### config.mk
export PLATFORM = sky130hd
export DESIGN_NAME = bet_ctrl
export DESIGN_NICKNAME = d
export VERILOG_FILES = /design/src/bet_pkg.sv /design/src/bet_ctrl.sv
export SDC_FILE = /design/constraint.sdc
export NUM_CORES = 1
export LEC_CHECK = 0
export BUFFER_PORTS_ARGS = -buffer_cell sky130_fd_sc_hd__buf_2
export CORE_AREA = 2 2 39 41
export DETAILED_ROUTE_END_ITERATION = 16
export DIE_AREA = 0 0 41 43
export GPL_TIMING_DRIVEN = 0
export PLACE_DENSITY = 0.46
export SYNTH_ARGS = -nofsm -noshare
export SYNTH_HDL_FRONTEND = slang
export SYNTH_SLANG_ARGS = --single-unit
### constraint.sdc
create_clock -name clk -period 1.6 [get_ports clk]
set_clock_uncertainty 0.1 [all_clocks]
set_input_delay 0.08 -clock clk [delete_from_list [all_inputs] [get_ports clk]]
set_output_delay 0.08 -clock clk [all_outputs]
set_load 0.01 [all_outputs]
### src/bet_pkg.sv
// ----------------------------------------------------------------------------
// bet_pkg
// Types and constants shared by the escape-time pixel blocks.
// ----------------------------------------------------------------------------
`timescale 1ns / 1ps

package bet_pkg;

  localparam int FRAME_WIDTH  = 1024;
  localparam int DEF_MAX_ITER = 64;

  localparam int IN_W       = 24;
  localparam int OUT_W      = 64;
  localparam int CFG_IDX_W  = 2;
  localparam int CFG_DATA_W = 32;

  // configuration register indexes
  localparam logic [CFG_IDX_W-1:0] CFG_ORIGIN_REAL = 2'd0;
  localparam logic [CFG_IDX_W-1:0] CFG_ORIGIN_IMAG = 2'd1;
  localparam logic [CFG_IDX_W-1:0] CFG_COLUMN_STEP = 2'd2;
  localparam logic [CFG_IDX_W-1:0] CFG_ROW_STEP    = 2'd3;

  localparam logic signed [31:0] ORIGIN_RESET = -32'sd536870912;
  localparam logic signed [31:0] STEP_RESET   = 32'sd0;

  // 4.0 in Q8.56
  localparam logic [63:0] ESCAPE_LIMIT = 64'h0400_0000_0000_0000;

  typedef struct packed {
    logic load_in;
    logic load_cprod;
    logic load_c;
    logic load_sq;
    logic load_upd;
    logic load_out;
  } bet_cmd_t;

  typedef struct packed {
    logic at_max;
    logic escape;
    logic out_free;
  } bet_sts_t;

endpackage

### src/bet_ctrl.sv
// ----------------------------------------------------------------------------
// bet_ctrl
// Sequencer: point setup, then square / update steps until escape or limit.
// ----------------------------------------------------------------------------
`timescale 1ns / 1ps

module bet_ctrl
  import bet_pkg::*;
(
  input  logic     clk,
  input  logic     rst_n,
  input  logic     in_tvalid,
  output logic     in_tready,
  input  bet_sts_t sts,
  output bet_cmd_t cmd
);

  localparam logic [2:0] ST_IDLE  = 3'd0;
  localparam logic [2:0] ST_CPROD = 3'd1;
  localparam logic [2:0] ST_CSUM  = 3'd2;
  localparam logic [2:0] ST_SQ    = 3'd3;
  localparam logic [2:0] ST_UPD   = 3'd4;
  localparam logic [2:0] ST_DONE  = 3'd5;

  logic [2:0] state_r, state_nxt;

  assign in_tready = (state_r == ST_IDLE);

  always_comb begin
    state_nxt = state_r;
    cmd       = '0;
    unique case (state_r)
      ST_IDLE: begin
        if (in_tvalid) begin
          cmd.load_in = 1'b1;
          state_nxt   = ST_CPROD;
        end
      end
      ST_CPROD: begin
        cmd.load_cprod = 1'b1;
        state_nxt      = ST_CSUM;
      end
      ST_CSUM: begin
        cmd.load_c = 1'b1;
        state_nxt  = ST_SQ;
      end
      ST_SQ: begin
        if (sts.at_max) begin
          state_nxt = ST_DONE;
        end else begin
          cmd.load_sq = 1'b1;
          state_nxt   = ST_UPD;
        end
      end
      ST_UPD: begin
        if (sts.escape) begin
          state_nxt = ST_DONE;
        end else begin
          cmd.load_upd = 1'b1;
          state_nxt    = ST_SQ;
        end
      end
      ST_DONE: begin
        if (sts.out_free) begin
          cmd.load_out = 1'b1;
          state_nxt    = ST_IDLE;
        end
      end
      default: begin
        state_nxt = ST_IDLE;
      end
    endcase
  end

  always_ff @(posedge clk) begin
    if (!rst_n) begin
      state_r <= ST_IDLE;
    end else begin
      state_r <= state_nxt;
    end
  end

endmodule

==> results.md <==
* Post-cts hold buffer count at 0
* Mean instance size in the synthesized netlist at 8.11 µm²
* Transition at the pin with the smallest max-transition slack at 0.387 ns
* Final hold violations at 0
* Die area at 0.00176 mm²
* Sum of net half-perimeters after detailed placement at 439 µm
* Total power draw at 439 µW
* Vias at 257
* Clk buf depth at 2
* Yosys reg bits at 3
* Crit-path cells: clkbuf_1 > nor3_1 > and2_1 > buf_2
* Die extent in x at 41 µm
* Total number of yosys warnings at 0
* Register-to-Register Path Depth at 4
* Number of flip-flops under the largest register name at 3
* Startpoint class of the critical path: register
* Category of the worst setup path capture point: output port
* Worst Hold Launch: rst_n
* Areal power density over the cells at 1280 mW/mm²
* Distinct cells, synth at 21
* Kind of critical path: register to output port
* Fraction of final layout cells with drive strength greater than 1 at 44.4%
* Critical register-to-register path startpoint: state_r[2]
* Cell count after placement at 57
* Registers with the highest flip-flop counts: state_r: 3 flops
* Number of nets with antenna violations after detailed routing at 0
* Setup TNS Final at 0 ns
* Outcome: complete, no violations
* Commonest cells after routing, fill and taps aside: sky130_fd_sc_hd__buf_2 (12), sky130_fd_sc_hd__nor2_1 (3), sky130_fd_sc_hd__clkbuf_4 (3), sky130_fd_sc_hd__dfxtp_1 (3)
* Critical path startpoint: state_r[0]
* Sequential cell area fraction in the yosys report at 25.5%
* Number of max-slew violations in the final report at 0
* Antenna violations before repair at 0
* CTS root buffer: sky130_fd_sc_hd__clkbuf_4
* Setup repair bufs after CTS at 0
* Number of clock buffers inserted by TritonCTS at 3
* Worst path required time at 1.42 ns
* Syn nets at 35
* Total I/O pin count at 13
* Overall fraction of global-route tracks in use at 8.53%
* Flip-flop cell with the highest count after synthesis: sky130_fd_sc_hd__dfxtp_1
* Fillers at 159
* Aggregate routed wire length at 549 µm
* Number of synthesized flops with an enable pin at 0
* Maximum clock rate at 0.672 GHz
* Post-synthesis instance area at 235 µm²
* Area growth from synthesis to final layout at 45.7%
* Clock latency on the worst-skew pair at 0.23 ns
* Chip Height at 43 µm
* Share of flip-flops with an asynchronous set or reset after synthesis at 0%
* DRC errors left at 0
* Leakage Power at 0.151 nW
* Period minus WS final at 1.49 ns
* Slack of the worst reg-to-reg path at 0.27 ns
* Detailed router's first-iteration violation count at 3
* Total of buffers placed on input and output ports at 12
* Maximum number of pins on one net before global-route repair at 11
* Unrepaired setup endpoints after global routing: no
* Wire length of the first global-routing pass at 952 µm
* WL/cell at 9.00 µm
* First-pass iteration count of the detailed router at 2
* Top fanout value on the critical path at 10
* Clock H-tree levels at 1
* # setup viols final at 0
* Total number of nets in the final design at 52
* Post-synthesis cell count at 29
* Final global-route overflow total at 0
* Clock-pin slew on the worst setup and hold paths at 0.03 ns
* Commonest non-fill, non-tap cell in the layout: sky130_fd_sc_hd__buf_2
* Max_cap viols at 0
* Maximum vdd ir drop at 524 µV
* Total inserted antenna cells at 0
* Placer Congestion at 0.673
* Effective utilization at floorplan at 17.0%
* Core area at 0.00138 mm²
* Non-filler instance count after layout at 61
* Number of global-route vias before repair at 225
* Arrival time of data at the critical path endpoint at 1.31 ns
* CTS tree: yes
* Slowest cell on crit path: sky130_fd_sc_hd__clkbuf_1
* Crit path to: cmd[5]
* Period Utilization, post-route at 93.0%
* Endpoint of the lowest-slack register-to-register path: state_r[2]
* Hold Path Class: primary input to register
* Post-DR vias/cell at 4.21
* Final hold slack at 0.0161 ns
* Number of core rows at 14
* Peak per-stage delay on the critical path at 0.33 ns
* Sinks on Clock Net at 3
* Relative max-transition margin at 74.2%
* Largest reg by FF count: state_r
-- per-layer routing --
layer	share of wire (%)	GRT usage (%)	vias to the layer above
met2	42	10.0	10
met1	50	11.2	110
met4	0	2.00	0
li1	-	-	137
met3	8.0	7.85	0
met5	0	0	-
-- critical path, delay by kind of cell (launching register included) --
kind                   cells  cell delay (ns)
buffers and inverters      2             0.46
flip-flops                 1             0.32
AND/OR/NAND/NOR            2             0.30
-- synth_stat cells, types with 2 or more instances --
library cell               n  area [µm²]
sky130_fd_sc_hd__nor3_1    2        10.0
sky130_fd_sc_hd__nand2_1   2        7.51
sky130_fd_sc_hd__dfxtp_1   3        60.1
sky130_fd_sc_hd__nor2_1    3        11.3
sky130_fd_sc_hd__nor3b_1   2        15.0
sky130_fd_sc_hd__clkbuf_1  2        7.51
-- what timing repair did --
action / in CTS / in global routing
endpoints found under the hold margin: 0 / 0
endpoints found under the setup margin: 0 / 1
resized for setup: 0 / 2
-- cell families (layout without fill, tap and decap cells) --
logic type	Yosys count	in the layout	share of synthesized area, %
AO/OA/AOI/OAI	6	6	18.6
AND/OR/NAND/NOR	17	17	47.9
buffers and inverters	3	19	7.98
flip-flops	3	3	25.5
-- through the flow --
stage	util, %	setup slack, ns	cell area, µm²
after floorplan	-	0.301	235
after CTS	24.7	0.0813	342
final	24.8	0.112	343
after detailed placement	22.8	0.266	315
after global routing	24.8	0.00504	343
after global placement	22.8	0.260	315
-- cell type report --
| cell class | count | area [µm²] | share of cell area (%) |
|---|---|---|---|
| timing repair buffer | 12 | 60.1 | 17.5 |
| clock buffer | 4 | 26.3 | 7.66 |
| buffer | 3 | 20.0 | 5.84 |
| multi-input combinational | 23 | 156 | 45.6 |
| sequential | 3 | 60.1 | 17.5 |
| tap | 16 | 20.0 | 5.84 |
-- power breakdown --
group / internal, mW / switching [mW] / total (mW)
registers: 0.0932 / 0.00849 / 0.102
logic: 0.0992 / 0.110 / 0.209
clock network: 0.0932 / 0.0354 / 0.129
total: 0.286 / 0.154 / 0.439
-- how the worst min path moves through the flow --
stage / end / depth (start not counted) / slack (ns)
2_1_floorplan: state_r[0] / 1 / 0.1
3_3_place_gp: state_r[0] / 2 / 0.25
3_5_place_dp: state_r[1] / 2 / 0.25
4_1_cts: state_r[1] / 2 / 0.007
5_1_grt: state_r[1] / 2 / 0.01
6_report: state_r[1] / 2 / 0.02
Power figures use the tool's default switching activity.
